## src/rtl/hcbp_pkg.sv

```systemverilog
`default_nettype none
package hcbp_pkg;

  localparam int SYMBOLS      = 256;
  localparam int MAX_CODE_LEN = 16;

  localparam int SYM_W   = 8;
  localparam int LEN_W   = 5;
  localparam int VALUE_W = 16;
  localparam int BYTE_W  = 8;
  localparam int CNT_W   = 16;
  localparam int PEND_W  = BYTE_W - 1;
  localparam int PCNT_W  = $clog2(BYTE_W);

  localparam int TBL_AW  = (SYMBOLS > 1) ? $clog2(SYMBOLS) : 1;
  localparam int ENTRY_W = LEN_W + VALUE_W;

  // Longest code that can be stored: bounded by the code field width too.
  localparam int EFF_MAX_LEN = (MAX_CODE_LEN < VALUE_W) ? MAX_CODE_LEN : VALUE_W;
  localparam int ACC_W       = PEND_W + VALUE_W;
  localparam int SUM_W       = $clog2(ACC_W + 1);

  localparam int MQ_DEPTH = 4;
  localparam int MQ_AW    = $clog2(MQ_DEPTH);
  localparam int OQ_DEPTH = 4;
  localparam int OQ_AW    = $clog2(OQ_DEPTH);

  typedef enum logic [1:0] {
    OP_LOAD   = 2'd0,
    OP_ENCODE = 2'd1,
    OP_FLUSH  = 2'd2,
    OP_NONE   = 2'd3
  } op_t;

  typedef struct packed {
    logic               flush;
    logic [LEN_W-1:0]   len;
    logic [VALUE_W-1:0] code;
  } cmd_t;

  typedef struct packed {
    logic [BYTE_W-1:0] data;
    logic              last;
    logic [CNT_W-1:0]  count;
  } result_t;

  function automatic logic [CNT_W-1:0] inc_sat(input logic [CNT_W-1:0] v);
    inc_sat = (v == {CNT_W{1'b1}}) ? v : v + CNT_W'(1);
  endfunction

endpackage
`default_nettype wire

```

## src/rtl/hcbp_back.sv

```systemverilog
`default_nettype none
module hcbp_back
  import hcbp_pkg::*;
(
  input  wire logic               clk,
  input  wire logic               rst,
  input  wire logic               cmd_valid,
  input  wire cmd_t               cmd,
  output logic                    cmd_pop,
  output logic                    empty,
  input  wire logic               pop,
  output logic [BYTE_W-1:0]       packed_byte,
  output logic                    last_in_run,
  output logic [CNT_W-1:0]        bytes_emitted
);

  logic [PEND_W-1:0] pending_bits, pending_bits_next;
  logic [PCNT_W-1:0] pending_count, pending_count_next;
  logic [CNT_W-1:0]  byte_counter, byte_counter_next;

  result_t           oq [OQ_DEPTH];
  logic [OQ_AW-1:0]  oq_wptr;
  logic [OQ_AW-1:0]  oq_rptr;
  logic [OQ_AW:0]    oq_count;
  logic              oq_pop;

  logic [VALUE_W-1:0] code_masked;
  logic [ACC_W-1:0]   acc;
  logic [SUM_W-1:0]   total;
  logic [SUM_W-1:0]   remain;
  logic [BYTE_W-1:0]  byte_hi;
  logic [BYTE_W-1:0]  byte_lo;
  logic [CNT_W-1:0]   cnt1;
  logic [CNT_W-1:0]   cnt2;
  logic [1:0]         nres;
  result_t            res0;
  result_t            res1;

  // Two free result slots are needed, since one command makes up to two bytes.
  assign cmd_pop = cmd_valid && (oq_count <= (OQ_AW + 1)'(OQ_DEPTH - 2));
  assign empty   = (oq_count == '0);
  assign oq_pop  = pop && !empty;

  assign packed_byte   = oq[oq_rptr].data;
  assign last_in_run   = oq[oq_rptr].last;
  assign bytes_emitted = oq[oq_rptr].count;

  assign cnt1 = inc_sat(byte_counter);
  assign cnt2 = inc_sat(cnt1);

  always_comb begin
    code_masked = cmd.code & ~({VALUE_W{1'b1}} << cmd.len);
    acc         = (ACC_W'(pending_bits) << cmd.len) | ACC_W'(code_masked);
    total       = SUM_W'(pending_count) + SUM_W'(cmd.len);
    byte_hi     = BYTE_W'(acc >> (total - SUM_W'(BYTE_W)));
    byte_lo     = BYTE_W'(acc >> (total - SUM_W'(2 * BYTE_W)));

    nres               = 2'd0;
    res0               = '0;
    res1               = '0;
    remain             = total;
    pending_bits_next  = pending_bits;
    pending_count_next = pending_count;
    byte_counter_next  = byte_counter;

    if (cmd.flush) begin
      // Pending bits go to the top of the final byte, zero-padded below.
      res0.data  = BYTE_W'(BYTE_W'(pending_bits) <<
                           ((PCNT_W + 1)'(BYTE_W) - (PCNT_W + 1)'(pending_count)));
      res0.last  = 1'b1;
      res0.count = cnt1;
      nres       = (pending_count != '0) ? 2'd1 : 2'd0;
      pending_bits_next  = '0;
      pending_count_next = '0;
      byte_counter_next  = '0;
    end else begin
      if (total >= SUM_W'(2 * BYTE_W)) begin
        nres   = 2'd2;
        res0   = '{data: byte_hi, last: 1'b0, count: cnt1};
        res1   = '{data: byte_lo, last: 1'b1, count: cnt2};
        remain = total - SUM_W'(2 * BYTE_W);
        byte_counter_next = cnt2;
      end else if (total >= SUM_W'(BYTE_W)) begin
        nres   = 2'd1;
        res0   = '{data: byte_hi, last: 1'b1, count: cnt1};
        remain = total - SUM_W'(BYTE_W);
        byte_counter_next = cnt1;
      end
      pending_bits_next  = PEND_W'(acc) & ~({PEND_W{1'b1}} << remain);
      pending_count_next = PCNT_W'(remain);
    end
  end

  always_ff @(posedge clk) begin
    if (rst) begin
      pending_bits  <= '0;
      pending_count <= '0;
      byte_counter  <= '0;
    end else if (cmd_pop) begin
      pending_bits  <= pending_bits_next;
      pending_count <= pending_count_next;
      byte_counter  <= byte_counter_next;
    end
  end

  always_ff @(posedge clk) begin
    if (cmd_pop && (nres != 2'd0)) begin
      oq[oq_wptr] <= res0;
    end
    if (cmd_pop && (nres == 2'd2)) begin
      oq[oq_wptr + OQ_AW'(1)] <= res1;
    end
  end

  always_ff @(posedge clk) begin
    if (rst) begin
      oq_wptr  <= '0;
      oq_rptr  <= '0;
      oq_count <= '0;
    end else begin
      if (cmd_pop) begin
        oq_wptr <= oq_wptr + OQ_AW'(nres);
      end
      if (oq_pop) begin
        oq_rptr <= oq_rptr + OQ_AW'(1);
      end
      oq_count <= oq_count + (cmd_pop ? (OQ_AW + 1)'(nres) : '0)
                  - (OQ_AW + 1)'(oq_pop);
    end
  end

endmodule
`default_nettype wire

```

## config.mk

```make
export PLATFORM = sky130hd
export DESIGN_NAME = hcbp_back
export DESIGN_NICKNAME = d
export VERILOG_FILES = /design/src/rtl/hcbp_pkg.sv /design/src/rtl/hcbp_back.sv
export SDC_FILE = /design/constraint.sdc
export NUM_CORES = 1
export LEC_CHECK = 0
export ABC_AREA = 1
export BUFFER_PORTS_ARGS = -buffer_cell sky130_fd_sc_hd__buf_2
export CORE_MARGIN = 4
export CORE_UTILIZATION = 43
export DETAILED_ROUTE_END_ITERATION = 10
export SLEW_MARGIN = 15
export SYNTH_ARGS = -nofsm -noshare
export SYNTH_HDL_FRONTEND = slang
export SYNTH_SLANG_ARGS = --single-unit
```

## constraint.sdc

```tcl
create_clock -name clk -period 4.85 [get_ports clk]
set_input_delay 0.485 -clock clk [delete_from_list [all_inputs] [get_ports clk]]
set_output_delay 0.485 -clock clk [all_outputs]
set_load 0.01 [all_outputs]
```

==> impl_metrics.yaml <==
outcome:
  outcome: "completed"
floorplanning:
  die_w_um: 158.8
  die_h_um: 158.8
  dieArea_sq_um: 25200
  ios: 53
  rows: 54
  start_util_pct: 44.23
  core_area_sq_um: 22090
sta:
  finClkSkew_ns: 0.008432
  rsz0062_at_grt: "false"
  slew_headroom_pct: 47.43
  final-hold-violation-count: 0
  setup_ws_ns: 0.7047
  timing.final.max_slew_violations: 0
  fmax_mhz: 241.2
  min_period_over_period_pct: 85.47
  min_period_ns: 4.145
  hold_slack_ns: 0.4212
  tightestPinTransition_ns: 0.7877
  setup_viol: 0
cts:
  cts_made_buffers: 17
  clock_latency_ns: 0.42
  clk_pin_slew_ns: 0.06
  cts_root_buf: "clkbuf_16"
  cts_setup_buffers: 0
  post_cts_resized: 0
  clkSinkCount: 135
  clk_path_buf_depth: 2
  cts_hold_buf: 0
  h-tree-depth: 4
  cts_tree: "yes"
critical_path:
  end_kind: "flip-flop"
  crit_chain: "buf_2 -> clkinv_1 -> fa_1 -> o22ai_1 -> xor2_1 -> inv_1 -> ha_1 -> nand2_1 -> nand2_2 -> nand2_1 -> o21ai_1 -> a21oi_1 -> nand2_1 -> ha_1 -> inv_1 -> ha_1 -> inv_1 -> fa_1 -> xor2_1 -> inv_1 -> nor2_1"
  slowest_stage: "fa_1"
  path_class: "in2reg"
  max_stage_delay_ns: 0.53
  start_kind: "input pin"
  crit_path_frequent_cell: "inv_1"
  crit_arrival_ns: 4.44
  crit_fanout: 15
  crit_required_ns: 5.15
routing:
  ant_nets: 0
  initialDrtViolationCount: 916
  vias_per_cell: 5.587
  remaining_drc_errors: 0
  vias: 9521
  drt-pass1-iter-count: 6
  wl_um: 29330
  wl_per_cell_um: 17.21
synth:
  yosys_warnings: 0
  synth_cells: 1381
  synth-xor-area-share_pct: 1.780
  synth-compound-area-share_pct: 17.23
  synth.yosys.seq_area_share_pct: 37.90
  syn_nets: 1421
  ys.flop_type: "edfxtp_1"
  yosys-mux-area-fraction_pct: 0.2049
  yosys.area_share.adder_pct: 1.946
  synth_cell_type_count: 47
  async_flop_share_pct: 0
  syn_area_sq_um: 9772
  synthSimpleGateAreaFrac_pct: 34.30
  synth_area_per_cell_sq_um: 7.076
  synth_edf_count: 100
  ys_ff_latch: 135
  synth_top_family_by_area: "simple AND/OR/NAND/NOR gates"
grt:
  grt.overflow.total: 0
  top_usage_layer: "met2"
  grtUsageMet3_pct: 3.758
  grt_pass1_wl_um: 47260
  use_met2_pct: 36.42
  grt_util_met1_pct: 33.55
  antenna_found_initial: 0
  grt_pass1_vias: 8745
  grt_usage_pct: 23.00
  grt_max_degree: 52
power_and_ir_drop:
  p_comb_share_pct: 37.8
  intPower_mw: 2.679
  powerDensity_nw_per_um2: 410.5
  power_mw: 4.463
  netSwitchingPower_mw: 1.784
  p_leak_nw: 4.477
  p_clk_share_pct: 28.2
  vdd_drop_max_mv: 0.2313
  sw_frac_of_total_pct: 39.98
  seqPwrFrac_pct: 34.0
layout:
  layout-drive-gt1-share_pct: 13.62
  nets: 1451
  final_cell_mix: "nand2_1 (412), nand3_1 (148), o21ai_0 (130), nor2_1 (119), edfxtp_1 (100)"
  fin_util_pct: 49.21
  area_growth_pct: 11.27
  num_antenna_cells: 0
  final_common_cell: "nand2_1"
placed_design:
  place_congestion: 0.9110
  dp_hpwl_um: 21120
  io_buffers: 52
  dpl_worst_slack_ns: 0.3227
run:
  drv_cap: 0
worst_hold_path:
  min_path_type: "in2reg"
## power groups by stage
| stage | registers, mW | logic [mW] | clock network, mW |
|---|---|---|---|
| floorplan | 1.52 | 1.18 | 0 |
| finish | 1.52 | 1.69 | 1.26 |
| detailed placement | 1.54 | 1.68 | 0 |
| global route | 1.53 | 1.91 | 1.32 |
| CTS | 1.52 | 1.69 | 1.27 |
| global placement | 1.54 | 1.66 | 0 |
## synth_stat cells, types with 3 or more instances
master / instances / area share [%]
o22ai_1: 26 / 1.7
nand2_4: 7 / 0.81
buf_1: 3 / 0.12
xor2_1: 14 / 1.3
nand2_2: 8 / 0.51
ha_1: 12 / 1.5
nor2_1: 119 / 4.6
a21oi_2: 3 / 0.27
edfxtp_1: 100 / 31
nand2_1: 412 / 16
inv_1: 72 / 2.8
o21ai_0: 134 / 6.9
a21oi_1: 65 / 3.3
nor3_1: 7 / 0.36
o21ai_2: 11 / 0.99
nor2_2: 13 / 0.83
inv_2: 12 / 0.46
o21ai_1: 30 / 1.5
o211ai_4: 5 / 1.1
buf_6: 3 / 0.35
o211ai_1: 12 / 0.92
clkinv_1: 7 / 0.27
or2_2: 3 / 0.19
clkbuf_1: 52 / 2.0
dfxtp_1: 35 / 7.2
nand4_1: 21 / 1.3
xnor2_1: 4 / 0.36
nand3_2: 9 / 0.92
nand3_1: 148 / 7.6
buf_2: 9 / 0.46
## flip-flops by register name, indices dropped and copies added (netlist names), named ones only
| register | count |
|---|---|
| pending_bits | 7 |
| oq | 100 |
| pending_count | 3 |
| oq_count | 3 |
| byte_counter | 16 |
| oq_wptr | 2 |
| oq_rptr | 2 |
## routing by layer
metal	up-vias	routed length [um]	share of wire, %
met2	329	13310	45
met4	0	258	0.88
li1	4776	-	-
met5	-	0	0
met1	4396	13920	47
met3	20	1840	6.3
## cell families (layout without fill, tap and decap cells)
group / Yosys count / count (layout)
flops: 135 / 135
xor+xnor: 19 / 19
fa+ha+maj: 14 / 14
compound gates: 293 / 293
buf+inv: 161 / 204
mux: 2 / 2
simple gates: 757 / 757
## worst max-delay path: cells and delay by family
family                     cells  cell delay (ns)
AOI/OAI and AO/OA              3             0.50
xor gates and xnor gates       2             0.55
adders and majority gates      5             1.50
buffers and inverters          6             0.85
and+or+nand+nor                5             0.55
## cell type report
type                    count  area (sq um)
well taps                 280         350.3
flip-flops and latches    135          3704
clock inverters            15         140.1
fillers                  2245         11220
inverters                  92         347.8
repair buffers             80         470.5
multi-input cells        1085          5435
clock buffers              17         425.4
## stage by stage
stage	setup TNS [ns]	cell area [sq um]	cells
2_1_floorplan	-32.05	9772	1381
3_3_place_gp	0	10310	1672
3_5_place_dp	0	10310	1672
4_1_cts	0	10870	1704
5_1_grt	0	10870	1704
6_report	0	10870	1704
## worst paths after layout
| kind | cells after the start | startpoint | endpoint | slack (ns) |
|---|---|---|---|---|
| worst max-delay path | 21 | cmd[17] | oq_count[2]$_SDFF_PP0_ | 0.70 |
| worst min-delay path | 2 | rst | oq_count[1]$_SDFF_PP0_ | 0.42 |
| worst max register to register | 20 | pending_count[1]$_SDFFE_PP0P_ | oq_count[2]$_SDFF_PP0_ | 0.90 |
| worst min register to register | 2 | oq_rptr[1]$_SDFFE_PP0P_ | flip-flop | 0.48 |
No activity file was read; power rests on OpenSTA's default activity.
