## src/rtl/hcbp_pkg.sv

```systemverilog
`default_nettype none
package hcbp_pkg;

  localparam int SYMBOLS      = 256;
  localparam int MAX_CODE_LEN = 16;

  localparam int SYM_W   = 8;
  localparam int LEN_W   = 5;
  localparam int VALUE_W = 16;
  localparam int BYTE_W  = 8;
  localparam int CNT_W   = 16;
  localparam int PEND_W  = BYTE_W - 1;
  localparam int PCNT_W  = $clog2(BYTE_W);

  localparam int TBL_AW  = (SYMBOLS > 1) ? $clog2(SYMBOLS) : 1;
  localparam int ENTRY_W = LEN_W + VALUE_W;

  // Longest code that can be stored: bounded by the code field width too.
  localparam int EFF_MAX_LEN = (MAX_CODE_LEN < VALUE_W) ? MAX_CODE_LEN : VALUE_W;
  localparam int ACC_W       = PEND_W + VALUE_W;
  localparam int SUM_W       = $clog2(ACC_W + 1);

  localparam int MQ_DEPTH = 4;
  localparam int MQ_AW    = $clog2(MQ_DEPTH);
  localparam int OQ_DEPTH = 4;
  localparam int OQ_AW    = $clog2(OQ_DEPTH);

  typedef enum logic [1:0] {
    OP_LOAD   = 2'd0,
    OP_ENCODE = 2'd1,
    OP_FLUSH  = 2'd2,
    OP_NONE   = 2'd3
  } op_t;

  typedef struct packed {
    logic               flush;
    logic [LEN_W-1:0]   len;
    logic [VALUE_W-1:0] code;
  } cmd_t;

  typedef struct packed {
    logic [BYTE_W-1:0] data;
    logic              last;
    logic [CNT_W-1:0]  count;
  } result_t;

  function automatic logic [CNT_W-1:0] inc_sat(input logic [CNT_W-1:0] v);
    inc_sat = (v == {CNT_W{1'b1}}) ? v : v + CNT_W'(1);
  endfunction

endpackage
`default_nettype wire

```

## src/rtl/hcbp_cmd_queue.sv

```systemverilog
`default_nettype none
module hcbp_cmd_queue
  import hcbp_pkg::*;
(
  input  wire logic   clk,
  input  wire logic   rst,
  input  wire logic   wr_en,
  input  wire cmd_t   wr_cmd,
  input  wire logic   rd_en,
  output logic        rd_valid,
  output cmd_t        rd_cmd,
  output logic [MQ_AW:0] count
);

  cmd_t             slots [MQ_DEPTH];
  logic [MQ_AW-1:0] wptr;
  logic [MQ_AW-1:0] rptr;

  assign rd_valid = (count != '0);
  assign rd_cmd   = slots[rptr];

  always_ff @(posedge clk) begin
    if (wr_en) begin
      slots[wptr] <= wr_cmd;
    end
  end

  always_ff @(posedge clk) begin
    if (rst) begin
      wptr  <= '0;
      rptr  <= '0;
      count <= '0;
    end else begin
      if (wr_en) begin
        wptr <= wptr + MQ_AW'(1);
      end
      if (rd_en) begin
        rptr <= rptr + MQ_AW'(1);
      end
      count <= count + (MQ_AW + 1)'(wr_en) - (MQ_AW + 1)'(rd_en);
    end
  end

endmodule
`default_nettype wire

```

## config.mk

```make
export PLATFORM = sky130hd
export DESIGN_NAME = hcbp_cmd_queue
export DESIGN_NICKNAME = d
export VERILOG_FILES = /design/src/rtl/hcbp_pkg.sv /design/src/rtl/hcbp_cmd_queue.sv
export SDC_FILE = /design/constraint.sdc
export NUM_CORES = 1
export LEC_CHECK = 0
export BUFFER_PORTS_ARGS = -buffer_cell sky130_fd_sc_hd__buf_4
export CAP_MARGIN = 20
export CORE_MARGIN = 2
export CORE_UTILIZATION = 45
export CTS_CLUSTER_DIAMETER = 150
export DETAILED_ROUTE_END_ITERATION = 10
export PLACE_DENSITY = 0.64
export REMOVE_ABC_BUFFERS = 1
export SLEW_MARGIN = 10
export SYNTH_ARGS = -nofsm -noshare
export SYNTH_HDL_FRONTEND = slang
export SYNTH_SLANG_ARGS = --single-unit
```

## constraint.sdc

```tcl
create_clock -name clk -period 2.5 [get_ports clk]
set_clock_uncertainty 0.2 [all_clocks]
set_input_delay 0.25 -clock clk [delete_from_list [all_inputs] [get_ports clk]]
set_output_delay 0.25 -clock clk [all_outputs]
set_load 0.02 [all_outputs]
```

==> results.yml, run 1 <==
run_status:
  result_of_the_run: "completed"
cts:
  clock-sinks: 97
  tritoncts: "yes"
  insertion_delay_ns: 0.35
  cts-root-to-sink-buffers: 2
  clockRootBuffer: "sky130_fd_sc_hd__clkbuf_8"
  path_clk_slew_ns: 0.09
  h-tree-depth: 3
  cts-buffers-inserted: 9
sta:
  hold_slack_ns: 0.0202
  finalMaxSlewViolations: 0
  setup_tns_ns: 0
  clock.fmax_ghz: 0.436
  timing.max_slew.rel_slack_pct: 64.2
  grt_setup_unrepaired: "false"
  timing.final.setup_violations: 0
  timing.final.crit_period_ns: 2.29
  final-hold-violation-count: 0
  final_min_period_over_clock_period_pct: 91.8
  worst_slew_pin_slew_ns: 0.537
power_and_ir_drop:
  irDropWorstVdd_mv: 0.403
  netSwitchingFraction_pct: 22.3
  standby_leakage_power_uw: 0.00167
  sequentialPowerShare_pct: 52.5
  p_clk_share_pct: 32.2
  power-per-cell-area_nw_per_um2: 774
  power_switching_uw: 806
  p_comb_share_pct: 15.3
  p_int_uw: 2820
die:
  floorplan.initialDensity_pct: 46.5
  fp.coreArea_um2: 7770
  die_height_um: 93.6
  placementRows: 32
  die-width_um: 93.6
  ioPinCount: 52
  die_area_um2: 8760
min_path:
  min-delay-path-class: "input port to flip-flop"
flow_run:
  drv_cap: 0
grt:
  global_route_met3_utilization_pct: 3.14
  via_count_of_the_first_global_routing_pass: 1943
  overflow: 0
  globalRouteMet1Util_pct: 18.7
  grt_pass1_wl_mm: 9.91
  grt_max_degree: 23
  grt_antenna_before_repair: 0
  globalRoute.busiestLayer: "met2"
  total_global_route_track_usage_pct: 15.6
  use_met2_pct: 26.8
synthesis:
  syn_avg_cell_area_um2: 23.3
  synth.ff_latch_count: 97
  synth_top_cell_area_share_pct: 73.2
  synth-xor-area-share_pct: 1.14
  yosys.cell_types.count: 19
  yosys.area_share.adder_pct: 2.63
  yosysSeqAreaShare_pct: 78.1
  synth_area_um2: 3610
  synth-compound-area-share_pct: 0.416
  ys.warnings.count: 0
  area_share_of_and_or_nand_nor_cells_after_synthesis_pct: 1.94
  synth_top_family_by_area: "multiplexers"
  synth_top_cell_by_area: "sky130_fd_sc_hd__edfxtp_1"
  synth_area_leaders: "sky130_fd_sc_hd__edfxtp_1 (73%), sky130_fd_sc_hd__mux4_2 (12%), sky130_fd_sc_hd__dfxtp_1 (5.0%)"
  multiplexer_area_fraction_after_synthesis_pct: 14.2
  syn-instance-count: 155
critical_path:
  worst_setup_path_start_kind: "flip-flop"
  critPathMaxFanout: 13
  timing.critical_path.to_type: "primary output"
  cp_data_arrival_time_ns: 1.84
  worstSetupPathType: "flip-flop to primary output"
  cp.required_ns: 2.05
placed_design:
  globalplace.congestion: 0.640
  io_buf_count: 51
  dp_hpwl_mm: 3.87
routing:
  number_of_detailed_route_iterations_in_the_first_pass: 4
  vias: 1740
  post_drt_via_cell_ratio: 4.94
  drt_wl_total_mm: 6.15
  iter_0_drt_violations: 103
  postRouteAntennaNets: 0
  post_drt_wl_per_cell_um: 17.5
  drc_errors: 0
finish:
  share_of_final_layout_standard_cells_stronger_than_drive_strength_1_pct: 38.0
  highest_count_cells_in_the_layout_ignoring_fill_and_taps: "sky130_fd_sc_hd__edfxtp_1 (88), sky130_fd_sc_hd__buf_4 (56), sky130_fd_sc_hd__dlygate4sd3_1 (24), sky130_fd_sc_hd__mux4_2 (20), sky130_fd_sc_hd__clkbuf_8 (9)"
  utilization_pct: 60.3
  diodes: 0
  layout.cells.most_common: "sky130_fd_sc_hd__edfxtp_1"
  area_growth_pct: 29.7
  finalNetCount: 278
-- cell families (layout without fill, tap and decap cells) --
logic type      Yosys count  after routing
compound gates            2              2
xor+xnor                  3              3
fa+ha+maj                 7              7
buf+inv                  10            105
flops                    97             97
mux                      23             23
simple gates             13             13
-- synth_stat cells --
cell	count
sky130_fd_sc_hd__nor2b_1	2
sky130_fd_sc_hd__buf_6	2
sky130_fd_sc_hd__mux4_2	20
sky130_fd_sc_hd__dfxtp_1	9
sky130_fd_sc_hd__inv_1	6
sky130_fd_sc_hd__nand3b_1	1
sky130_fd_sc_hd__edfxtp_1	88
sky130_fd_sc_hd__mux4_1	2
sky130_fd_sc_hd__a21oi_1	1
sky130_fd_sc_hd__buf_2	2
sky130_fd_sc_hd__or3_1	1
sky130_fd_sc_hd__and2_1	4
sky130_fd_sc_hd__mux2i_1	1
sky130_fd_sc_hd__xor3_1	1
sky130_fd_sc_hd__fa_1	1
sky130_fd_sc_hd__a21bo_2	1
sky130_fd_sc_hd__ha_1	6
sky130_fd_sc_hd__nor2_1	5
sky130_fd_sc_hd__xnor2_1	2
-- sequential cells by signal (all words and copies together), names as in the netlist, named ones only --
name,count
slots,88
count,3
rptr,2
wptr,2
-- critical path, stage by stage (launching register included) --
cell,delay [ns]
sky130_fd_sc_hd__dfxtp_2,0.56
sky130_fd_sc_hd__buf_12,0.22
sky130_fd_sc_hd__mux4_2,0.54
sky130_fd_sc_hd__buf_4,0.18
-- through the flow --
step / area, µm² / setup slack [ns] / cells / total power (µW)
6_report: 4680 / 0.206 / 352 / 3620
5_1_grt: 4680 / 0.0779 / 352 / 3770
4_1_cts: 4630 / 0.134 / 350 / 3660
3_5_place_dp: 4150 / 0.389 / 310 / 2460
3_3_place_gp: 4150 / 0.477 / 310 / 2440
2_1_floorplan: 3580 / 0.209 / 151 / 2230
-- cell type report --
class,count,area (µm²)
Clock buffer,9,124
Clock inverter,7,115
Fill cell,596,3080
Inverter,6,22.5
Multi-Input combinational cell,48,734
Sequential cell,97,2820
Tap cell,102,128
Timing Repair Buffer,83,736
-- worst paths after layout --
kind              cells past startpoint                  from              endpoint  slack [ns]
setup / recovery                      3             flip-flop             rd_cmd[8]        0.21
hold / removal                        3                 rd_en  rptr[0]$_SDFFE_PP0P_        0.02
setup reg to reg                      7   count[0]$_SDFF_PP0_   count[2]$_SDFF_PP0_        0.50
hold reg to reg                       2  rptr[1]$_SDFFE_PP0P_  rptr[1]$_SDFFE_PP0P_        0.35
-- routing by layer --
metal | wire [µm] | up-vias
met3 | 229 | 13
met4 | 146 | 0
met2 | 3170 | 46
met1 | 2600 | 871
met5 | 0 | -
li1 | - | 810
-- what timing repair did --
action,4_1_cts,5_1_grt
gates resized for setup,0,0
setup endpoints to repair,0,0
hold buffers,24,0
hold endpoints to repair,97,0
setup buffers,0,0
-- power by group through the flow --
stage	Clock (µW)	Sequential, µW	Combinational, µW
after floorplan	0	1960	267
after global placement	0	1930	501
after detailed placement	0	1940	515
after CTS	1200	1910	547
after global routing	1260	1910	596
final	1170	1900	553
(Power assumes the default switching activity.)
==> inputs of run 2 (changes only) <==
--- a/config.mk
+++ b/config.mk
@@ -7,11 +7,11 @@
 export LEC_CHECK = 0
 export BUFFER_PORTS_ARGS = -buffer_cell sky130_fd_sc_hd__buf_4
 export CAP_MARGIN = 20
-export CORE_MARGIN = 2
-export CORE_UTILIZATION = 45
+export CORE_MARGIN = 8
+export CORE_UTILIZATION = 56
 export CTS_CLUSTER_DIAMETER = 150
 export DETAILED_ROUTE_END_ITERATION = 10
-export PLACE_DENSITY = 0.64
+export PLACE_DENSITY = 0.77
 export REMOVE_ABC_BUFFERS = 1
 export SLEW_MARGIN = 10
 export SYNTH_ARGS = -nofsm -noshare
==> results.yml, run 2 (synthesis results as in run 1) <==
finish:
  largest_register_ffs: 88
  area_growth_pct: 25.4
  finalNetCount: 280
  share_of_final_layout_standard_cells_stronger_than_drive_strength_1_pct: 37.7
  layout.cells.most_common: "sky130_fd_sc_hd__edfxtp_1"
  largest_register_by_flop_count: "slots"
  stdcell_count: 329
  fillCellCount: 362
  top_flop_regs: "slots x88, count x3"
  diodes: 0
  highest_count_cells_in_the_layout_ignoring_fill_and_taps: "sky130_fd_sc_hd__edfxtp_1 (88), sky130_fd_sc_hd__buf_4 (62), sky130_fd_sc_hd__dlygate4sd3_1 (23), sky130_fd_sc_hd__mux4_2 (20), sky130_fd_sc_hd__clkbuf_8 (9)"
cts:
  clock-sinks: 97
  tritoncts: "yes"
  path_clk_slew_ns: 0.08
  insertion_delay_ns: 0.34
  h-tree-depth: 3
  clockRootBuffer: "sky130_fd_sc_hd__clkbuf_8"
  cts-root-to-sink-buffers: 2
  cts_setup_buffers: 0
  cts-buffers-inserted: 9
power_and_ir_drop:
  p_clk_share_pct: 25.2
  standby_leakage_power_uw: 0.00162
  sequentialPowerShare_pct: 57.8
  netSwitchingFraction_pct: 23.7
  power-per-cell-area_nw_per_um2: 723
  power_switching_uw: 777
  irDropWorstVdd_mv: 0.557
  p_int_uw: 2500
  p_comb_share_pct: 17.0
routing:
  drt_wl_total_mm: 6.38
  met1_length_mm: 2.57
  routed-wl-met2_mm: 3.40
  post_drt_via_cell_ratio: 5.40
  vias: 1776
  drc_errors: 0
  post_drt_wl_per_cell_um: 19.4
  highest_layer: "met4"
  routed-wl-met3_um: 264
  number_of_detailed_route_iterations_in_the_first_pass: 4
  iter_0_drt_violations: 57
  postRouteAntennaNets: 0
sta:
  final-hold-violation-count: 0
  timing.max_slew.rel_slack_pct: 70.0
  worst_slew_pin_slew_ns: 0.450
  timing.final.setup_violations: 0
  hold_slack_ns: 0.0123
  grt_setup_unrepaired: "false"
  timing.final.crit_period_ns: 2.19
  final_min_period_over_clock_period_pct: 87.6
  setup_tns_ns: 0
  finalMaxSlewViolations: 0
  clock.fmax_ghz: 0.457
  final_critical_path_setup_slack_ns: 0.309
die:
  ioPinCount: 52
  fp.coreArea_um2: 6280
  floorplan.initialDensity_pct: 57.5
  die_area_um2: 9280
  die_height_um: 96.3
  die-width_um: 96.3
  placementRows: 29
critical_path:
  critPathMaxStageDelay_ns: 0.60
  crit_path_cell_chain: "buf_4 > mux4_1 > buf_4"
  critPathMaxFanout: 13
  critical_path.most_common_cell: "sky130_fd_sc_hd__buf_4"
  critical_path.slowest_cell: "sky130_fd_sc_hd__mux4_1"
  worstSetupPathType: "flip-flop to primary output"
  r2r_setup_slack_ns: 0.42
  worst_setup_path_start_kind: "flip-flop"
  cp.required_ns: 2.05
  timing.critical_path.to_type: "primary output"
  cp_data_arrival_time_ns: 1.74
placed_design:
  globalplace.congestion: 0.671
  dp_hpwl_mm: 4.34
  io_buf_count: 51
  place_worst_setup_slack_ns: 0.430
  placedCellCount: 290
run_status:
  result_of_the_run: "completed"
grt:
  grt_pass1_wl_mm: 9.54
  grt_max_degree: 23
  via_count_of_the_first_global_routing_pass: 1930
  grt_antenna_before_repair: 0
  total_global_route_track_usage_pct: 14.6
  overflow: 0
flow_run:
  drv_cap: 0
min_path:
  min-delay-path-class: "input port to flip-flop"
==> run 2: changes by cell type in the layout (fill, tap and decap cells not counted) <==
cell                            delta
sky130_fd_sc_hd__buf_12            -1
sky130_fd_sc_hd__buf_16            -2
sky130_fd_sc_hd__buf_4             +6
sky130_fd_sc_hd__bufinv_16         -3
sky130_fd_sc_hd__clkbuf_1          +3
sky130_fd_sc_hd__clkinv_2          +1
sky130_fd_sc_hd__clkinvlp_4        +1
sky130_fd_sc_hd__dlygate4sd3_1     -1
sky130_fd_sc_hd__inv_6             -2
==> run 2: layer usage <==
layer,GRT usage (%),up-vias
met5,0,-
met4,8.95,0
met3,2.89,11
met2,25.1,48
met1,16.3,905
li1,-,812
==> run 2: timing repair <==
item / CTS / global route
resized for setup: 0 / 0
hold endpoints to repair: 97 / 0
hold buffers: 23 / 0
setup endpoints to repair: 0 / 0
==> run 2: path summary, 6_finish.rpt <==
kind | from | cells past startpoint | to
worst max register to register | count[0]$_SDFF_PP0_ | 7 | count[2]$_SDFF_PP0_
worst min-delay path | rd_en | 3 | flip-flop
worst max-delay path | flip-flop | 3 | rd_cmd[0]
worst min register to register | rptr[1]$_SDFFE_PP0P_ | 2 | rptr[1]$_SDFFE_PP0P_
==> run 2: final cells by class <==
| cell class | instances | area (µm²) | share of cell area [%] |
|---|---|---|---|
| inverters | 6 | 22.5 | 0.497 |
| clock inverters | 4 | 20.0 | 0.442 |
| well taps | 77 | 96.3 | 2.13 |
| clock buffers | 12 | 135 | 2.98 |
| repair buffers | 85 | 696 | 15.4 |
| flip-flops and latches | 97 | 2820 | 62.4 |
| multi-input cells | 48 | 734 | 16.2 |
==> run 2: metrics by stage <==
step,util [%],power [µW],cell area [µm²]
floorplan,-,2230,3580
global placement,66.0,2440,4140
detailed placement,66.0,2470,4140
CTS,72.1,3300,4530
global route,72.1,3390,4530
finish,72.1,3270,4530
==> run 2: power by group through the flow <==
stage                     registers, µW  clock network, µW  logic, µW
after detailed placement           1930                  0        536
after global routing               1900                896        595
after global placement             1920                  0        514
final                              1890                824        557
after CTS                          1890                843        567
after floorplan                    1960                  0        267
==> run 2: critical path, delay by kind of cell (launching register included) <==
family   cells  cell delay [ns]
mux          1             0.60
flops        1             0.33
buf+inv      2             0.46
